### src/design/rbfe_pkg.sv
`timescale 1ns / 1ps
`default_nettype none
package rbfe_pkg;
    localparam int STORE_BYTES = 64;
    localparam int AW = $clog2(STORE_BYTES);
    localparam logic [7:0] FRAME_HEAD = 8'h55;
    localparam logic [7:0] END_MARK = 8'hAA;
    localparam logic [7:0] MAX_LEN = 8'(STORE_BYTES - 4);

    typedef enum logic [1:0] {
        OP_WRITE = 2'd0,
        OP_READ  = 2'd1,
        OP_FETCH = 2'd2,
        OP_NONE  = 2'd3
    } t_op;

    // Command passed from the front part to the back part through the queue.
    typedef struct packed {
        t_op        op;
        logic [7:0] data;
    } t_cmd;

    typedef struct packed {
        logic [7:0] byte_out;
        logic       status;
        logic       last;
        logic [5:0] pay_len;
    } t_res;
endpackage
`default_nettype wire

### src/design/rbfe_if.sv
`timescale 1ns / 1ps
`default_nettype none
interface rbfe_in_if;
    logic       valid;
    logic       ready;
    logic [1:0] operation;
    logic [7:0] byte_in;
    modport source (output valid, operation, byte_in, input ready);
    modport sink (input valid, operation, byte_in, output ready);
endinterface

interface rbfe_out_if;
    logic       valid;
    logic       ready;
    logic [7:0] byte_out;
    logic       status;
    logic       last;
    logic [5:0] pay_len;
    modport source (output valid, byte_out, status, last, pay_len, input ready);
    modport sink (input valid, byte_out, status, last, pay_len, output ready);
endinterface
`default_nettype wire

### src/design/ring_buffer_frame_extractor.sv
`timescale 1ns / 1ps
`default_nettype none
// Ring buffer with frame extraction.
// Input channel i_in carries operation (write, read, fetch frame) and byte_in.
// Output channel o_out carries byte_out, status, last and pay_len.
// A front queue of two entries accepts transactions; the back sequencer
// executes them one at a time against a 64-byte store with one read port.
// Write: no result. Read: one result, through the states S_RD and S_EOUT.
// Fetch: at each start position the header byte is checked first, then the
// length, then the payload sum, check byte and end mark; a found frame then
// emits its payload bytes one at a time.
// A full miss tries all 64 start positions and yields one no-frame result.
// After reset a clearing pass zeroes the whole store; transactions
// are queued meanwhile but not executed.
// A stalled receiver holds the output register; the sequencer waits and the
// queue then fills and drops i_in.ready.
module ring_buffer_frame_extractor
    import rbfe_pkg::*;
(
    input  wire logic i_clk,
    input  wire logic i_rst_n,
    rbfe_in_if.sink    i_in,
    rbfe_out_if.source o_out
);
    t_cmd cmd;
    logic cmd_valid, cmd_ready;

    rbfe_front u_front (
        .i_clk(i_clk), .i_rst_n(i_rst_n), .i_in(i_in),
        .o_cmd(cmd), .o_cmd_valid(cmd_valid), .i_cmd_ready(cmd_ready)
    );

    rbfe_back u_back (
        .i_clk(i_clk), .i_rst_n(i_rst_n), .i_cmd(cmd),
        .i_cmd_valid(cmd_valid), .o_cmd_ready(cmd_ready), .o_out(o_out)
    );
endmodule
`default_nettype wire

### src/design/rbfe_front.sv
`timescale 1ns / 1ps
`default_nettype none
module rbfe_front
    import rbfe_pkg::*;
(
    input  wire logic i_clk,
    input  wire logic i_rst_n,
    rbfe_in_if.sink   i_in,
    output t_cmd      o_cmd,
    output logic      o_cmd_valid,
    input  wire logic i_cmd_ready
);
    // Two-entry queue; unused operation codes are dropped on entry.
    t_cmd r_q [2];
    logic [1:0] r_cnt;
    logic r_rd;
    logic push, pop;

    assign i_in.ready  = (r_cnt != 2'd2);
    assign push        = i_in.valid && i_in.ready && (t_op'(i_in.operation) != OP_NONE);
    assign o_cmd_valid = (r_cnt != 2'd0);
    assign o_cmd       = r_q[r_rd];
    assign pop         = o_cmd_valid && i_cmd_ready;

    always_ff @(posedge i_clk) begin
        if (!i_rst_n) begin
            r_cnt <= 2'd0;
            r_rd  <= 1'b0;
        end else begin
            if (push) r_q[r_rd ^ r_cnt[0]] <= '{op: t_op'(i_in.operation), data: i_in.byte_in};
            if (pop) r_rd <= ~r_rd;
            r_cnt <= r_cnt + 2'(push) - 2'(pop);
        end
    end

    a_no_overflow: assert property (@(posedge i_clk) disable iff (!i_rst_n)
        r_cnt <= 2'd2) else $error("queue overflow");
    a_pop_nonempty: assert property (@(posedge i_clk) disable iff (!i_rst_n)
        pop |-> r_cnt != 2'd0) else $error("pop from empty queue");
    a_full_stall: assert property (@(posedge i_clk) disable iff (!i_rst_n)
        r_cnt == 2'd2 |-> !i_in.ready) else $error("ready while full");
endmodule
`default_nettype wire

### src/design/rbfe_back.sv
`timescale 1ns / 1ps
`default_nettype none
module rbfe_back
    import rbfe_pkg::*;
(
    input  wire logic i_clk,
    input  wire logic i_rst_n,
    input  wire t_cmd i_cmd,
    input  wire logic i_cmd_valid,
    output logic      o_cmd_ready,
    rbfe_out_if.source o_out
);
    typedef enum logic [3:0] {
        S_CLEAR, S_IDLE, S_RD, S_HD, S_LEN, S_SUM, S_CHK, S_TL, S_NEXT,
        S_EMIT, S_EOUT, S_WAIT
    } t_state;

    t_state r_state;
    logic [7:0] r_mem [STORE_BYTES];
    logic [7:0] r_rdata;
    logic [AW-1:0] r_addr, r_head, r_tail, r_fp, r_pos;
    logic [AW:0]   r_scan;
    logic [7:0] r_len, r_sum, r_chk, r_cnt;
    logic [AW-1:0] n_tail;
    logic r_ov;
    logic emit_now;
    t_res r_res;

    assign o_cmd_ready = (r_state == S_IDLE) && !r_ov;
    assign o_out.valid = r_ov;
    assign o_out.byte_out = r_res.byte_out;
    assign o_out.status = r_res.status;
    assign o_out.last = r_res.last;
    assign o_out.pay_len = r_res.pay_len;
    assign n_tail = r_tail + 1'b1;

    // A new result is loaded into the output register in this cycle.
    assign emit_now = (r_state == S_EOUT)
        || ((r_state == S_NEXT) && (r_scan == (AW+1)'(STORE_BYTES - 1))
            && (!r_ov || o_out.ready))
        || ((r_state == S_EMIT) && r_cnt[7] && (!r_ov || o_out.ready));

    // Store with one synchronous read port; read data is registered in r_rdata.
    always_ff @(posedge i_clk) begin
        r_rdata <= r_mem[r_addr];
        if (r_state == S_CLEAR) r_mem[r_addr] <= '0;
        else if (r_state == S_IDLE && i_cmd_valid && o_cmd_ready && i_cmd.op == OP_WRITE)
            r_mem[r_tail] <= i_cmd.data;
    end

    // Sequencer: clearing pass, then one command at a time.
    always_ff @(posedge i_clk) begin
        if (!i_rst_n) begin
            r_state <= S_CLEAR;
            r_addr <= '0;
            r_head <= '0;
            r_tail <= '0;
            r_fp <= '0;
            r_ov <= 1'b0;
        end else begin
            if (emit_now) r_ov <= 1'b1;
            else if (o_out.ready) r_ov <= 1'b0;
            case (r_state)
                S_CLEAR: begin
                    r_addr <= r_addr + 1'b1;
                    if (r_addr == AW'(STORE_BYTES - 1)) r_state <= S_IDLE;
                end
                S_IDLE: begin
                    if (i_cmd_valid && o_cmd_ready) begin
                        case (i_cmd.op)
                            OP_WRITE: begin
                                if (n_tail == r_head) r_head <= r_head + 1'b1;
                                r_tail <= n_tail;
                            end
                            OP_READ: begin
                                r_addr <= r_head;
                                r_head <= r_head + 1'b1;
                                r_state <= S_RD;
                            end
                            OP_FETCH: begin
                                r_pos <= r_fp;
                                r_addr <= r_fp;
                                r_scan <= '0;
                                r_state <= S_WAIT;
                            end
                            default: ;
                        endcase
                    end
                end
                S_RD: begin
                    r_state <= S_EOUT;
                end
                S_EOUT: begin
                    r_res <= '{byte_out: r_rdata, status: 1'b0, last: 1'b1, pay_len: '0};
                    r_state <= S_IDLE;
                end
                S_WAIT: begin
                    r_addr <= r_pos + 1'b1;
                    r_state <= S_HD;
                end
                S_HD: begin
                    r_addr <= r_pos + AW'(2);
                    r_state <= (r_rdata == FRAME_HEAD) ? S_LEN : S_NEXT;
                end
                S_LEN: begin
                    r_len <= r_rdata;
                    r_sum <= FRAME_HEAD + r_rdata;
                    r_cnt <= '0;
                    r_addr <= r_addr + 1'b1;
                    r_state <= (r_rdata == 8'd0 || r_rdata > MAX_LEN) ? S_NEXT : S_SUM;
                end
                S_SUM: begin
                    r_sum <= r_sum + r_rdata;
                    r_cnt <= r_cnt + 1'b1;
                    r_addr <= r_addr + 1'b1;
                    if (r_cnt + 1'b1 == r_len) r_state <= S_CHK;
                end
                S_CHK: begin
                    r_chk <= r_rdata;
                    r_state <= S_TL;
                end
                S_TL: begin
                    if (r_rdata == END_MARK && (r_sum + r_rdata) == r_chk) begin
                        r_cnt <= '0;
                        r_addr <= r_pos + AW'(2);
                        r_fp <= r_pos + AW'(r_len) + AW'(4);
                        r_state <= S_EMIT;
                    end else begin
                        r_state <= S_NEXT;
                    end
                end
                S_NEXT: begin
                    if (r_scan == (AW+1)'(STORE_BYTES - 1)) begin
                        if (emit_now) begin
                            r_res <= '{byte_out: '0, status: 1'b1, last: 1'b1,
                                       pay_len: '0};
                            r_state <= S_IDLE;
                        end
                    end else begin
                        r_scan <= r_scan + 1'b1;
                        r_pos <= r_pos + 1'b1;
                        r_addr <= r_pos + 1'b1;
                        r_state <= S_WAIT;
                    end
                end
                S_EMIT: begin
                    // Address r_addr is issued before the wait state that precedes each byte.
                    if (r_cnt[7]) begin
                        if (emit_now) begin
                            r_res <= '{byte_out: r_rdata, status: 1'b0,
                                       last: (r_cnt[6:0] + 1'b1 == r_len[6:0]),
                                       pay_len: r_len[5:0]};
                            r_addr <= r_addr + 1'b1;
                            r_cnt <= {1'b0, r_cnt[6:0] + 1'b1};
                            if (r_cnt[6:0] + 1'b1 == r_len[6:0]) r_state <= S_IDLE;
                        end
                    end else begin
                        r_cnt <= {1'b1, r_cnt[6:0]};
                    end
                end
                default: r_state <= S_IDLE;
            endcase
        end
    end

    a_ready_idle: assert property (@(posedge i_clk) disable iff (!i_rst_n)
        o_cmd_ready |-> r_state == S_IDLE) else $error("command taken while busy");
    a_hold: assert property (@(posedge i_clk) disable iff (!i_rst_n)
        r_ov && !o_out.ready |=> r_ov && $stable(r_res)) else $error("result lost");
    a_clear_once: assert property (@(posedge i_clk) disable iff (!i_rst_n)
        r_state != S_CLEAR |=> r_state != S_CLEAR) else $error("clearing reentered");
endmodule
`default_nettype wire

### src/flat_wrapper.sv
// flat-port wrapper written by rule: the top's interface ports become plain ports
module ring_buffer_frame_extractor_flat import rbfe_pkg::*;
  (i_clk, i_rst_n, i_in_valid, i_in_operation, i_in_byte_in, i_in_ready, o_out_valid, o_out_byte_out, o_out_status, o_out_last, o_out_pay_len, o_out_ready);
  rbfe_in_if i_in_i ();
  rbfe_out_if o_out_i ();
  input  wire logic i_clk;
  input  wire logic i_rst_n;
  input wire logic [$bits(i_in_i.valid)-1:0] i_in_valid;
  input wire logic [$bits(i_in_i.operation)-1:0] i_in_operation;
  input wire logic [$bits(i_in_i.byte_in)-1:0] i_in_byte_in;
  output wire logic [$bits(i_in_i.ready)-1:0] i_in_ready;
  output wire logic [$bits(o_out_i.valid)-1:0] o_out_valid;
  output wire logic [$bits(o_out_i.byte_out)-1:0] o_out_byte_out;
  output wire logic [$bits(o_out_i.status)-1:0] o_out_status;
  output wire logic [$bits(o_out_i.last)-1:0] o_out_last;
  output wire logic [$bits(o_out_i.pay_len)-1:0] o_out_pay_len;
  input wire logic [$bits(o_out_i.ready)-1:0] o_out_ready;
  assign i_in_i.valid = i_in_valid;
  assign i_in_i.operation = i_in_operation;
  assign i_in_i.byte_in = i_in_byte_in;
  assign i_in_ready = i_in_i.ready;
  assign o_out_valid = o_out_i.valid;
  assign o_out_byte_out = o_out_i.byte_out;
  assign o_out_status = o_out_i.status;
  assign o_out_last = o_out_i.last;
  assign o_out_pay_len = o_out_i.pay_len;
  assign o_out_i.ready = o_out_ready;
  ring_buffer_frame_extractor u_core (.i_clk(i_clk), .i_rst_n(i_rst_n), .i_in(i_in_i), .o_out(o_out_i));
endmodule
### config.mk
export PLATFORM = sky130hd
export DESIGN_NAME = ring_buffer_frame_extractor_flat
export DESIGN_NICKNAME = d
export VERILOG_FILES = /design/src/design/rbfe_pkg.sv /design/src/design/rbfe_if.sv /design/src/design/ring_buffer_frame_extractor.sv /design/src/design/rbfe_front.sv /design/src/design/rbfe_back.sv /design/src/flat_wrapper.sv
export SDC_FILE = /design/constraint.sdc
export NUM_CORES = 1
export LEC_CHECK = 0
export BUFFER_PORTS_ARGS = -buffer_cell sky130_fd_sc_hd__buf_2
export CORE_ASPECT_RATIO = 0.7
export CORE_MARGIN = 4
export CORE_UTILIZATION = 57
export DETAILED_ROUTE_END_ITERATION = 7
export GPL_ROUTABILITY_DRIVEN = 0
export GPL_TIMING_DRIVEN = 0
export MAX_ROUTING_LAYER = met4
export PLACE_DENSITY = 0.76
export SLEW_MARGIN = 0
export SYNTH_ARGS = -nofsm -noshare
export SYNTH_HDL_FRONTEND = slang
export SYNTH_SLANG_ARGS = --single-unit
### constraint.sdc
create_clock -name i_clk -period 3.88 [get_ports i_clk]
set_clock_uncertainty 0.15 [all_clocks]
set_input_delay 0.194 -clock i_clk [delete_from_list [all_inputs] [get_ports i_clk]]
set_output_delay 0.194 -clock i_clk [all_outputs]
set_load 0.05 [all_outputs]
==> results of run 1 <==
[path summary, 6_finish.rpt]
check | depth (start not counted) | end | startpoint | slack, ns
hold reg to reg | 0 | u_core.u_back.r_len[7] | u_core.u_back.r_rdata[7] | 0.34
setup / recovery | 6 | u_core.u_back.r_mem[33][0] | u_core.u_front.r_q[0][8] | -0.09
setup reg to reg | 6 | u_core.u_back.r_mem[33][0] | u_core.u_front.r_q[0][8] | -0.09
hold / removal | 3 | u_core.u_front.r_q[1][9] | i_in_valid | 0.04
[cells by family (layout without fill, tap and decap cells)]
kind of cell,after synthesis,after routing,synth area share
flip-flops,634,634,0.6966
AND/OR/NAND/NOR,352,352,0.06284
multiplexers,190,190,0.1498
AO/OA/AOI/OAI,144,144,0.03673
buffers and inverters,91,248,0.01483
XOR/XNOR,67,67,0.02410
adder cells (fa/ha/maj),31,31,0.01507
[power by group]
group | leakage, nW | internal [mW] | switching (mW)
combinational | 2.81 | 2.09 | 3.00
clock | 0.862 | 2.98 | 2.45
sequential | 5.17 | 7.94 | 0.247
[cell usage in the layout (no fill, tap or decap), types with 9 or more instances in the layout]
cell type,n
o21ai_0,28
nor3_1,12
nand2_1,66
ha_1,29
and2_1,17
nor2b_1,9
mux2i_1,21
clkbuf_16,58
clkinv_1,12
nor2_4,39
clkbuf_1,56
edfxtp_1,593
dlygate4sd3_1,12
a21oi_1,38
or3_1,9
mux4_2,168
nor2_1,78
clkinv_2,9
dfxtp_1,41
xnor2_1,40
inv_1,17
nand2b_1,24
buf_1,10
nor2_2,17
and3_1,9
nand3_1,34
xor2_1,23
buf_2,42
[stage by stage]
stage / hold WS [ns] / std cells / setup TNS [ns]
4_1_cts: 0.1012 / 2278 / -15.20
5_1_grt: 0.04332 / 2278 / -26.83
3_3_place_gp: 0.2349 / 2152 / -1072.58
3_5_place_dp: 0.2351 / 2161 / -73.00
2_1_floorplan: 0.1429 / 1509 / -14.12
6_report: 0.04062 / 2278 / -5.367
[sequential cells by signal, indices dropped and copies added, names as in the netlist, 6 cells and up, named ones only]
| name | count |
|---|---|
| u_core.u_back.r_addr | 6 |
| u_core.u_back.r_len | 8 |
| u_core.u_back.r_scan | 7 |
| u_core.u_back.r_sum | 8 |
| u_core.u_back.r_head | 6 |
| u_core.u_back.o_out.byte_out | 8 |
| u_core.u_back.r_chk | 8 |
| u_core.u_back.r_pos | 6 |
| u_core.u_back.r_mem | 512 |
| u_core.u_front.r_q | 20 |
| u_core.u_back.o_out.pay_len | 6 |
| u_core.u_back.r_rdata | 8 |
| u_core.u_back.r_cnt | 8 |
| u_core.u_back.r_tail | 6 |
| u_core.u_back.r_fp | 6 |
[cell type report]
class	count	area (um^2)	share of cell area
Buffer	73	334.1	0.01109
Clock buffer	76	1539	0.05108
Clock inverter	29	234.0	0.007766
Inverter	18	67.56	0.002243
Multi-Input combinational cell	784	8098	0.2688
Sequential cell	634	18630	0.6183
Tap cell	612	765.7	0.02542
Timing Repair Buffer	52	461.7	0.01532
[repair_timing]
action	4_1_cts	5_1_grt
gates resized for setup	27	66
hold endpoints to repair	24	0
hold buffers	12	0
setup endpoints to repair	269	444
[worst register-to-register path: stages (launching register included)]
cell and delay [ns]:
edfxtp_1 0.40, or3_1 0.46, a2111o_1 0.55, clkbuf_1 0.27, o21ai_1 0.31, nand3_1 0.72
nor2_2 0.73
[metal layers]
| layer | vias up | GRT usage |
|---|---|---|
| met1 | 7653 | 0.4154 |
| met2 | 842 | 0.3618 |
| met4 | 0 | 0.05645 |
| met3 | 104 | 0.07236 |
| li1 | 6261 | - |
| met5 | - | - |
==> key figures, run 1 <==
Outcome
  – Status: finished with violations
  – Violated checks: setup timing

Clock tree
  – Clock Sinks: 634
  – Worst skew pair latency: 0.60 ns
  – Clock buffer depth: 3
  – H-tree depth: 2
  – CTS tree: done
  – Post-CTS Setup Inserts: 0
  – Worst-path clk slew: 0.06 ns
  – Number of CTS-inserted buffers: 57
  – Root Driver: clkbuf_16

Timing
  – Tcrit/Tclk final: 1.022
  – Worst Tran Pin Value: between 1 and 1.5 ns
  – RSZ-0062 raised after global routing: true
  – Post-route setup slack: -0.08649 ns
  – Final hold violations: 0
  – Highest Clock Rate: 252.1 MHz
  – Post-layout minimum cycle time: 3.966 ns
  – Slew headroom: 0.07866
  – Setup violators final: 131
  – Final Max Tran Viols: 0

Yosys
  – Post-Syn Instances: between 1.5k and 2k
  – Ys Warns: 0
  – Most common cell in the netlist: edfxtp_1
  – Yosys reg bits: approximately 630
  – Post-synth EDFFs: just under 600
  – Synth Cell Area: about 27000 um^2
  – Post-synthesis average cell area: 17.72 um^2
  – Post-synth top area share: 0.6659
  – Commonest cells in the synthesized netlist: edfxtp_1, mux4_2, nor2_1
  – Async SR Flop Fraction: 0
  – Synth Net Count: 1554
  – Post-synth cell types: 75
  – Top cells by area, synth: edfxtp_1, mux4_2, dfxtp_1
  – Register area share after synthesis: 0.6966
  – Biggest area consumer among synthesized cells: edfxtp_1
  – Primary FF master, synth: edfxtp_1

Placement
  – DPL Wire Length: 43160 um
  – Post-place instance area: 27920 um^2
  – Setup Slack @ Placement: -0.5090 ns
  – I/O Buffers: 31

Die
  – Placement Rows: 66
  – Initial core utilization: 0.5762
  – Die area: 50500 um^2
  – Core area: 46410 um^2
  – Die Y: 189.2 um
  – Die width: 266.9 um
  – I/O pin cnt: 32

Routing
  – DRC violations left: 0
  – DR iter-0 viols: 2386
  – Antenna Nets Post-Route: 0
  – Wire length per cell: 28.12 um
  – DR pass1 iterations: 5
  – DR WL met2: about 28000 um
  – M1 WL: 27330 um
  – Vias/cell: 6.523
  – DR vias: between 10k and 15k
  – DR WL met3: 7325 um
  – Top layer in use: met4
  – Routed WL: 64050 um

Job
  – Maxcap violations: 0

Global routing
  – Largest net degree at the start of global routing: 47
  – Total gr overflow: 0
  – Vias in the first global route: between 10k and 15k
  – First-pass GRT wire length: 96010 um
  – Total Routing Usage GR: 0.2675
  – Initial antenna violation count: 0

Final layout
  – Finished Cell Area: 30130 um^2
  – Layout fillers: 3101
  – Post-layout util: 0.6492
  – Layout cells sized above 1: 0.2311
  – Area growth from synthesis to layout: 12.67%
  – # diodes: 0
  – Fin nets: 1665

Critical path
  – WP data arrival: 4.04 ns
  – Slowest-stage cell, CP: nor2_2
  – Top delay family on crit path: simple AND/OR/NAND/NOR gates
  – Setup CP Type: register to register
  – Crit-path max cell delay: 0.73 ns
  – Critical Path RT: 3.95 ns
  – Critical Path End Type: register
  – Worst Path Buf+Inv: 1
  – Crit start category: register
  – Critical path, cell by cell: or3_1 -> a2111o_1 -> clkbuf_1 -> o21ai_1 -> nand3_1 -> nor2_2
  – Crit path max fanout: 10

Hold path
  – Worst hold path class: input pin to register

Power
  – Lkg Pwr: 8.845 nW
  – Total Power: 18.71 mW
  – PD cells: around 620 nW/um^2
  – Worst VDD drop: 0.3856 mV
(Power assumes the default switching activity.)
==> inputs of run 2 (changes only) <==
--- a/config.mk
+++ b/config.mk
@@ -20 +20,2 @@
 export SYNTH_SLANG_ARGS = --single-unit
+export TNS_END_PERCENT = 30
==> constraint.sdc (replaced) <==
create_clock -name i_clk -period 3.88 [get_ports i_clk]
set_clock_uncertainty 0.15 [all_clocks]
set_input_delay 0.776 -clock i_clk [delete_from_list [all_inputs] [get_ports i_clk]]
set_output_delay 0.776 -clock i_clk [all_outputs]
set_load 0.05 [all_outputs]
==> run 2 against run 1 <==
Routed wire length down 1.6%. Cell area fell by 0.65%. Sequential power about the same. Sequential share of layout area increased by 0.41 points. Clock-buffer cell count stayed put. The run still ends with setup timing left. Die area unchanged. Cell count shrank 0.48%. First-iteration DRC count decreased by 9.0%. Utilization is 0.42 points lower. Critical path type unchanged. Non-clock buffer count shrank 12. Critical path depth unchanged. Hold slack gained 0.17 ns.
==> key figures, run 2 (synthesis gave the netlist of run 1 again) <==
Outcome
  – Status: finished with violations
  – Violated checks: setup timing

Timing
  – Tcrit/Tclk final: 1.030
  – Post-route setup slack: -0.1182 ns
  – Setup TNS: -1.824 ns
  – Slew headroom: 0.09599
  – Worst hold slack: approximately 0.22 ns
  – Setup violators final: 24
  – Final Max Tran Viols: 0
  – Final hold violations: 0
  – Worst Tran Pin Value: between 1 and 1.5 ns
  – Highest Clock Rate: 250.1 MHz
  – RSZ-0062 raised after global routing: true
  – Post-layout minimum cycle time: ~4.0 ns

Power
  – Lkg Pwr: 8.786 nW
  – Seq pwr share: 0.440
  – PD cells: between 600 and 700 nW/um^2
  – Net Sw Frac: 0.3015
  – Total Power: 18.62 mW
  – Worst VDD drop: 0.3906 mV
  – Cell internal pwr: about 13 mW
  – Combinational share of power: 0.269
  – Clock share of power: 0.291
  – P_sw: ~5.6 mW

Final layout
  – Multi-input logic area: 8015 um^2
  – Fin nets: 1653
  – Max FFs per register: 512
  – Top reg by flops: u_core.u_back.r_mem
  – Post-layout util: 0.6449
  – Finished Cell Area: between 20000 and 30000 um^2
  – FF/Latch Area: 18630 um^2
  – Most common cell after layout, fill and taps aside: edfxtp_1
  – Most frequent cells in the layout: edfxtp_1, mux4_2, nor2_1
  – Layout fillers: 3135
  – Layout cells sized above 1: 0.2346
  – Area growth from synthesis to layout: 11.94%
  – Fin cells: 2267

Critical path
  – WP data arrival: 4.07 ns
  – R2R Setup Slk: -0.12 ns
  – Critical Path RT: 3.95 ns
  – Worst r2r path cells: 6
  – CP Launch Point: u_core.u_front.r_q[0][8]
  – Critical Path End Type: register
  – Crit start category: register
  – Crit path max fanout: 10
  – Critical path, cell by cell: or3_1 -> a2111o_1 -> clkbuf_1 -> o21ai_1 -> nand3_1 -> nor2_1
  – Slowest-stage cell, CP: nor2_1
  – RR Startpoint: u_core.u_front.r_q[0][8]
  – Crit-path max cell delay: 0.82 ns
  – Setup CP Type: register to register

Global routing
  – GR Util met3: 0.06183
  – Vias in the first global route: 14.45k
  – Most crowded layer after global routing: met1
  – Total gr overflow: 0
  – Largest net degree at the start of global routing: 47
  – Met2 Track Usage GR: 0.3564
  – First-pass GRT wire length: 94920 um
  – GR Util met1: 0.4161
  – Initial antenna violation count: 1
  – Total Routing Usage GR: 0.2630

Routing
  – Antenna Nets Post-Route: 0
  – DR iter-0 viols: 2172
  – Vias/cell: 6.576
  – DR pass1 iterations: 6
  – Routed WL: 63000 um
  – DRC violations left: 0
  – DR vias: 14.91k
  – Wire length per cell: between 20 and 30 um

Clock tree
  – H-tree depth: 2
  – Worst skew pair latency: 0.60 ns
  – Worst-path clk slew: 0.06 ns
  – Hold buffers post-CTS: 0
  – Number of CTS-inserted buffers: 57
  – Root Driver: clkbuf_16
  – Clock Sinks: roughly 630
  – Clock buffer depth: 3
  – CTS tree: done

Hold path
  – Hold path cells: 1
  – Worst hold path class: input pin to register
  – Worst hold start: i_in_byte_in[2]

Placement
  – DPL Wire Length: approximately 43000 um
  – Setup Slack @ Placement: -0.5090 ns
  – I/O Buffers: 31
  – Inst Count DP: about 2.2k
  – Post-place instance area: 27920 um^2

Die
  – Initial core utilization: 0.5762
  – I/O pin cnt: 32
  – Core area: around 46000 um^2
  – Die area: 50500 um^2
  – Placement Rows: 66
  – Die width: between 200 and 300 um
  – Die Y: 189.2 um

Job
  – Maxcap violations: 0
run 2: layout make-up:
| cell class | count | share of cell area |
|---|---|---|
| Tap cell | 612 | 0.02558 |
| Clock inverter | 29 | 0.007817 |
| Clock buffer | 76 | 0.05142 |
| Multi-Input combinational cell | 784 | 0.2678 |
| Buffer | 73 | 0.01129 |
| Sequential cell | 634 | 0.6224 |
| Antenna cell | 1 | 0.00008361 |
| Timing Repair Buffer | 40 | 0.01141 |
| Inverter | 18 | 0.002257 |
run 2: routing by layer:
metal / part of all wire / vias to the layer above
met3: 0.11 / 103
met2: 0.43 / 865
met5: 0 / -
met1: 0.43 / 7706
met4: 0.019 / 0
li1: - / 6233
run 2: worst paths after layout:
| path | end |
|---|---|
| setup / recovery | u_core.u_back.r_mem[50][2] |
| hold / removal | u_core.u_front.r_q[1][2] |
| setup reg to reg | u_core.u_back.r_mem[50][2] |
| hold reg to reg | u_core.u_back.r_len[7] |
run 2: timing repair:
item,4_1_cts,5_1_grt
endpoints found under the setup margin,269,452
gates resized for setup,13,62
pin swaps,0,0
setup buffers,0,0
run 2: worst max-delay path, delay by kind of cell (launching register included):
family                 cells  cell delay (ns)
DFF                        1             0.40
buffers and inverters      1             0.27
and+or+nand+nor            3             1.92
AOI/OAI and AO/OA          2             0.87
run 2: power by group through the flow:
stage / Combinational (mW) / Sequential (mW) / Clock (mW)
6_report: 5.02 / 8.18 / 5.42
5_1_grt: 5.32 / 8.22 / 5.79
4_1_cts: 4.89 / 8.18 / 5.45
3_5_place_dp: 4.83 / 8.33 / 0
3_3_place_gp: 4.71 / 8.31 / 0
2_1_floorplan: 3.34 / 8.29 / 0
